### src/rtl/pfd_pkg.sv
// Shared types and constants for the pose frame deframer.
// No dependencies; used by pfd_frame_fsm and pose_frame_deframer.
package pfd_pkg;

   localparam logic [7:0] HDR_FIRST  = 8'h0D;
   localparam logic [7:0] HDR_SECOND = 8'h0A;
   localparam logic [7:0] TRL_FIRST  = 8'h0A;
   localparam logic [7:0] TRL_SECOND = 8'h0D;

   localparam int unsigned PAYLOAD_LEN = 24;
   localparam int unsigned WORD_COUNT  = 6;
   localparam int unsigned INDEX_W     = 5;

   localparam logic [INDEX_W-1:0] LAST_INDEX = INDEX_W'(PAYLOAD_LEN - 1);

   typedef enum logic [4:0] {
      PH_HUNT = 5'b00001,
      PH_HDR2 = 5'b00010,
      PH_DATA = 5'b00100,
      PH_TRL1 = 5'b01000,
      PH_TRL2 = 5'b10000
   } phase_type;

   typedef struct packed {
      logic store_en;    // shift this byte into the payload store
      logic frame_done;  // final trailer byte matched
   } ctrl_type;

endpackage

### src/rtl/pose_frame_deframer.sv
// Pose frame deframer top: payload shift store and result register.
// Depends on pfd_pkg and pfd_frame_fsm.
// Latency: a result is valid the cycle after its final trailer byte is accepted.
// Throughput: one byte per cycle; req_ready drops only while a result waits on rsp_ready.
// Reset: synchronous, active high; clears frame state and result valid, store is not cleared.
module pose_frame_deframer (
   input  logic        clock,
   input  logic        reset,
   input  logic        req_valid,
   output logic        req_ready,
   input  logic [7:0]  req_rx_byte,
   output logic        rsp_valid,
   input  logic        rsp_ready,
   output logic [31:0] rsp_heading_bits,
   output logic [31:0] rsp_tilt_x_bits,
   output logic [31:0] rsp_tilt_y_bits,
   output logic [31:0] rsp_position_x_bits,
   output logic [31:0] rsp_position_y_bits,
   output logic [31:0] rsp_turn_rate_bits
);

   pfd_pkg::ctrl_type ctrl;
   logic              step;
   logic              rsp_valid_ff, rsp_valid_in;
   logic [7:0]        store_ff [pfd_pkg::PAYLOAD_LEN];
   logic [31:0]       word     [pfd_pkg::WORD_COUNT];
   logic [31:0]       word_ff  [pfd_pkg::WORD_COUNT];

   assign req_ready = !rsp_valid_ff || rsp_ready;
   assign step      = req_valid && req_ready;

   pfd_frame_fsm u_fsm (
      .clock   (clock),
      .reset   (reset),
      .step    (step),
      .rx_byte (req_rx_byte),
      .ctrl    (ctrl)
   );

   // Bytes shift in at the top; after a full payload slot 0 holds the first byte.
   always_ff @(posedge clock) begin
      if (ctrl.store_en) begin
         for (int i = 0; i < pfd_pkg::PAYLOAD_LEN - 1; i++) begin
            store_ff[i] <= store_ff[i+1];
         end
         store_ff[pfd_pkg::PAYLOAD_LEN-1] <= req_rx_byte;
      end
   end

   always_comb begin
      for (int k = 0; k < pfd_pkg::WORD_COUNT; k++) begin
         word[k] = {store_ff[4*k+3], store_ff[4*k+2], store_ff[4*k+1], store_ff[4*k]};
      end
   end

   always_comb begin
      rsp_valid_in = rsp_valid_ff;
      if (ctrl.frame_done) begin
         rsp_valid_in = 1'b1;
      end else if (rsp_ready) begin
         rsp_valid_in = 1'b0;
      end
   end

   always_ff @(posedge clock) begin
      if (reset) begin
         rsp_valid_ff <= 1'b0;
      end else begin
         rsp_valid_ff <= rsp_valid_in;
      end
   end

   always_ff @(posedge clock) begin
      if (ctrl.frame_done) begin
         word_ff <= word;
      end
   end

   assign rsp_valid           = rsp_valid_ff;
   assign rsp_heading_bits    = word_ff[0];
   assign rsp_tilt_x_bits     = word_ff[1];
   assign rsp_tilt_y_bits     = word_ff[2];
   assign rsp_position_x_bits = word_ff[3];
   assign rsp_position_y_bits = word_ff[4];
   assign rsp_turn_rate_bits  = word_ff[5];

   a_no_overwrite: assert property (@(posedge clock) disable iff (reset)
      ctrl.frame_done |-> !rsp_valid_ff || rsp_ready)
      else $error("result overwritten before transaction completed");

   a_done_sets_valid: assert property (@(posedge clock) disable iff (reset)
      ctrl.frame_done |=> rsp_valid_ff)
      else $error("completed frame did not raise rsp_valid");

   a_store_needs_step: assert property (@(posedge clock) disable iff (reset)
      ctrl.store_en || ctrl.frame_done |-> step)
      else $error("store or result without an accepted byte");

endmodule

### src/rtl/pfd_frame_fsm.sv
// Frame sync state machine: header hunt, payload count, trailer check.
// Depends on pfd_pkg.
module pfd_frame_fsm (
   input  logic               clock,
   input  logic               reset,
   input  logic               step,
   input  logic [7:0]         rx_byte,
   output pfd_pkg::ctrl_type  ctrl
);

   pfd_pkg::phase_type               phase_ff, phase_in;
   logic [pfd_pkg::INDEX_W-1:0]      byte_index_ff, byte_index_in;

   always_comb begin
      phase_in        = phase_ff;
      byte_index_in   = byte_index_ff;
      ctrl.store_en   = 1'b0;
      ctrl.frame_done = 1'b0;
      if (step) begin
         unique case (phase_ff)
            pfd_pkg::PH_HUNT: begin
               phase_in = (rx_byte == pfd_pkg::HDR_FIRST) ? pfd_pkg::PH_HDR2
                                                         : pfd_pkg::PH_HUNT;
            end
            pfd_pkg::PH_HDR2: begin
               if (rx_byte == pfd_pkg::HDR_SECOND) begin
                  byte_index_in = '0;
                  phase_in      = pfd_pkg::PH_DATA;
               end else if (rx_byte != pfd_pkg::HDR_FIRST) begin
                  phase_in = pfd_pkg::PH_HUNT;
               end
            end
            pfd_pkg::PH_DATA: begin
               ctrl.store_en = 1'b1;
               if (byte_index_ff == pfd_pkg::LAST_INDEX) begin
                  byte_index_in = '0;
                  phase_in      = pfd_pkg::PH_TRL1;
               end else begin
                  byte_index_in = byte_index_ff + 1'b1;
               end
            end
            pfd_pkg::PH_TRL1: begin
               phase_in = (rx_byte == pfd_pkg::TRL_FIRST) ? pfd_pkg::PH_TRL2
                                                         : pfd_pkg::PH_HUNT;
            end
            pfd_pkg::PH_TRL2: begin
               ctrl.frame_done = (rx_byte == pfd_pkg::TRL_SECOND);
               phase_in        = pfd_pkg::PH_HUNT;
            end
            default: begin
               phase_in = pfd_pkg::PH_HUNT;
            end
         endcase
      end
   end

   always_ff @(posedge clock) begin
      if (reset) begin
         phase_ff      <= pfd_pkg::PH_HUNT;
         byte_index_ff <= '0;
      end else begin
         phase_ff      <= phase_in;
         byte_index_ff <= byte_index_in;
      end
   end

   a_index_range: assert property (@(posedge clock) disable iff (reset)
      byte_index_ff <= pfd_pkg::LAST_INDEX)
      else $error("payload index out of range");

   a_phase_onehot: assert property (@(posedge clock) disable iff (reset)
      $onehot(phase_ff))
      else $error("phase register not one-hot");

   a_trl2_to_hunt: assert property (@(posedge clock) disable iff (reset)
      step && phase_ff == pfd_pkg::PH_TRL2 |=> phase_ff == pfd_pkg::PH_HUNT)
      else $error("no return to hunt after last trailer byte");

   a_hdr_starts_data: assert property (@(posedge clock) disable iff (reset)
      step && phase_ff == pfd_pkg::PH_HDR2 && rx_byte == pfd_pkg::HDR_SECOND
      |=> phase_ff == pfd_pkg::PH_DATA && byte_index_ff == '0)
      else $error("payload collection did not start at slot zero");

endmodule
### config.mk
export PLATFORM = sky130hd
export DESIGN_NAME = pose_frame_deframer
export DESIGN_NICKNAME = d
export VERILOG_FILES = /design/src/rtl/pfd_pkg.sv /design/src/rtl/pose_frame_deframer.sv /design/src/rtl/pfd_frame_fsm.sv
export SDC_FILE = /design/constraint.sdc
export NUM_CORES = 1
export LEC_CHECK = 0
export BUFFER_PORTS_ARGS = -buffer_cell sky130_fd_sc_hd__buf_2
export CORE_AREA = 2 2 168 154
export DETAILED_ROUTE_END_ITERATION = 6
export DIE_AREA = 0 0 170 156
export PLACE_DENSITY = 0.71
export SYNTH_ARGS = -nofsm -noshare
export SYNTH_HDL_FRONTEND = slang
export SYNTH_SLANG_ARGS = --single-unit
### constraint.sdc
create_clock -name clock -period 10.9 [get_ports clock]
set_input_delay 1.09 -clock clock [delete_from_list [all_inputs] [get_ports clock]]
set_output_delay 1.09 -clock clock [all_outputs]
set_load 0.02 [all_outputs]
==> impl_summary.md <==
STA
The transition at the pin with the smallest max-transition slack is 1100 ps. In the finished design, the share of the clock period the worst path needs comes to 0.357. For the final database, setup skew stands at 19.9 ps.

The maximum clock frequency is 257 MHz. The setup TNS is 0 ps. The clock period minus final worst setup slack is 3900 ps. The final setup violation count is 0. The number of failing hold endpoints at the final stage is 0. The worst max-slew margin expressed relative to the limit is 0.267. Setup repair after global routing left no endpoint under its margin. The count of final max-slew check failures came to 0.

Detailed routing
The count of nets left with antenna violations once routing finished came out at 0. The count of routing violations after the opening detailed-route iteration is 528. In the final routed layout, each cell accounts on average for 18.1 µm. The overall via count from detail_route is 5257.

Using the TritonRoute via totals, the vias-per-cell ratio works out to 4.96. The detailed-route wire length is 19.2 mm. The remaining design rule violation count is 0. The pre-antenna-repair detailed-routing pass consisted of 5 iterations.

CTS
The number of buffers created by CTS is 38. The number of sinks on the clock net is 395. The number of setup buffers added after CTS is 0. The number of instances resized during post-cts repair is 0. At the later pin of the worst-skew pair, clock insertion delay measures 520 ps. The longest clock path from root to sink contains 3 buffers. The cell chosen for the clock root is sky130_fd_sc_hd__clkbuf_16. The number of hold buffers added after CTS was 0. The clock transition time at the flip-flop clock pins of the worst setup and hold paths is 60 ps. TritonCTS built the clock tree. The H-tree was split into 2 levels.

Layout
Compared with the post-synthesis result, the final layout area differs by 21.7%. Of the cells placed in the final design, the portion with a size suffix greater than 1 is 0.373. The most common cell after layout, fill and taps aside is sky130_fd_sc_hd__edfxtp_1. The count of inserted antenna diode cells is 0.

The post-route non-filler standard cell count is 1059. In the layout the commonest cells are sky130_fd_sc_hd__edfxtp_1, sky130_fd_sc_hd__buf_2, sky130_fd_sc_hd__clkbuf_16. The number of nets at the end of the flow is 731.

Floorplanning
The floorplan step set the die width to 170 µm. The die footprint is 26500 µm². The cell row count is 55. The height of the die is 156 µm.

The I/O pin count is 206. The initial core utilization is 0.494. The region available for standard cell placement spans 24800 µm².

GRT
The residual overflow from global routing is 0. The first-pass GRT wire length is 28.8 mm. The overall global routing resource usage is 0.140.

The via count of the first global-routing pass is 5252. Entering global routing, the biggest net connects 88 pins. The number of antenna violations at the first check in global routing is 0.

Hold path
The path category of the worst min-delay check is reg2reg.

Yosys
The post-synthesis compound-gate area fraction was 0.00952. The number of library cell types mapped by synthesis is 37. The number of synthesized register bits is 395. Counting every instance in the synthesized netlist gives 472. The portion of the post-synthesis area used by sequential elements is 0.961. The net count after synthesis is 485.

The mux cell area share after synthesis is 0.00338. Each instance of the synthesized netlist takes up on average 25.9 µm². The synthesized design spends more area on one cell type than any other, namely sky130_fd_sc_hd__edfxtp_1. By area, the combinational part of the netlist is dominated by simple AND/OR/NAND/NOR gates. Of the total synthesized cell area, the portion taken by AND, OR, NAND and NOR gates is 0.0217. Of the total synthesized cell area, the portion taken by XOR and XNOR cells is 0.000716. The share of synthesized area in the top cell type comes to 0.943. The yosys synthesis warning count is 0. By area the synthesized netlist is led by sky130_fd_sc_hd__edfxtp_1, sky130_fd_sc_hd__dfxtp_1, sky130_fd_sc_hd__nor2_1. Summing every instance area after synthesis gives 12200 µm².

The fraction of the mapped netlist area in adder cells is 0.00102.

Setup path
The most used cell along the critical path is sky130_fd_sc_hd__buf_4. Walking the worst path, the cells encountered are buf_2 > or3b_2 > nor3_1 > nand4_1 > nor2_4 > buf_4 > buf_4. The number of buffers and inverters on the critical path is 3. The worst setup path is captured at a register. At the worst endpoint, the arrival time is 4030 ps.

The reg-to-reg setup timing slack is 7620 ps. The worst-path maximum fanout is 78. The startpoint type of the worst setup path is an input port. For this design, the slowest cell found on the critical path is sky130_fd_sc_hd__buf_4. The largest stage delay on the critical path is 800 ps.

The setup path with the least slack is of type in2reg. The required time at the worst-slack endpoint is 11040 ps. The cell family with the largest share of critical-path delay is simple AND/OR/NAND/NOR gates.

Power and ir drop
Across the VDD grid, the largest voltage drop is 0.000104 V. For this design the ratio of total power to cell area is 194 nW/µm². The leakage power summed over all cells is 0.00512 µW.

Job
Across the run, the number of max-cap violations was 0.

Status
The flow ran to the end, and the final reports show no timing, DRC or antenna violations.

Place
The number of I/O port buffers is 205. The number of placed instances with taps included is 991. Detailed placement ended at an HPWL of 11.6 mm. The placer's final routability congestion estimate is 0.902.
[area by class of cell]
cell class,count,area [µm²]
sequential,395,11800
fill,1724,9890
timing repair buffer,210,1060
clock buffer,46,1000
multi-input combinational,70,459
tap,313,392
clock inverter,22,206
inverter,3,11.3
[worst register-to-register path, stage by stage, from the launching register on]
cell and delay (ps):
sky130_fd_sc_hd__dfxtp_1 390, sky130_fd_sc_hd__nor4_1 530, sky130_fd_sc_hd__nand4_1 250, sky130_fd_sc_hd__nor2_4 430, sky130_fd_sc_hd__buf_4 420, sky130_fd_sc_hd__buf_4 820
[final timing paths]
path / from / endpoint / depth (start not counted)
setup / recovery: req_rx_byte[5] / rsp_position_x_bits[17] / 7
hold / removal: store_ff[0][4] / rsp_heading_bits[4] / 0
setup reg to reg: u_fsm.phase_ff[1] / rsp_position_x_bits[17] / 5
hold reg to reg: store_ff[0][4] / rsp_heading_bits[4] / 0
[metal layers]
metal | vias up | GRT usage | share of wire
li1 | 2396 | - | -
met1 | 2623 | 0.186 | 0.44
met2 | 207 | 0.225 | 0.47
met3 | 31 | 0.0439 | 0.075
met4 | 0 | 0.0435 | 0.019
met5 | - | 0 | 0
[sequential cells by signal, indices dropped and copies added (netlist names)]
signal               flops
rsp_tilt_x_bits         32
rsp_turn_rate_bits      32
rsp_position_y_bits     32
u_fsm.byte_index_ff      5
rsp_tilt_y_bits         32
rsp_position_x_bits     32
store_ff               192
rsp_valid                1
rsp_heading_bits        32
u_fsm.phase_ff           5
[kinds of logic after synthesis]
| group | after synthesis |
|---|---|
| flip-flops | 395 |
| AND/OR/NAND/NOR | 47 |
| AO/OA/AOI/OAI | 17 |
| buffers and inverters | 7 |
| multiplexers | 4 |
| XOR/XNOR | 1 |
| adder cells (fa/ha/maj) | 1 |
[stage by stage]
stage	worst slack [ps]	hold WS [ps]	instance area [µm²]	utilization	power [µW]
after global routing	6790	424	14900	0.601	2990
final	7000	419	14900	0.601	2890
after detailed placement	6450	405	13700	0.552	1680
after global placement	6640	405	13700	0.552	1680
after CTS	7010	420	14900	0.601	2930
after floorplan	195	400	12200	-	1680
[synthesized netlist by cell type (all sizes together)]
cell / instances
edfxtp: 384
nor2: 13
dfxtp: 11
a21oi: 7
nand2: 7
nor4: 4
and2: 3
inv: 3
mux2i: 3
nor3: 3
a211oi: 2
buf: 2
clkbuf: 2
nand3: 2
nand3b: 2
nand4: 2
nor3b: 2
o21ai: 2
or3: 2
or3b: 2
a2111o: 1
a221o: 1
a22oi: 1
a2bb2oi: 1
a41oi: 1
and4b: 1
ha: 1
mux2: 1
nand2b: 1
o2111ai: 1
or2: 1
or4: 1
or4b: 1
xor2: 1
[report_power, final]
part	total (µW)	switching, µW	internal [µW]
clock network	1250	517	730
logic	6.81	4.01	2.80
registers	1640	0.0208	1640
Note: power is estimated with default switching activity, not from simulation.
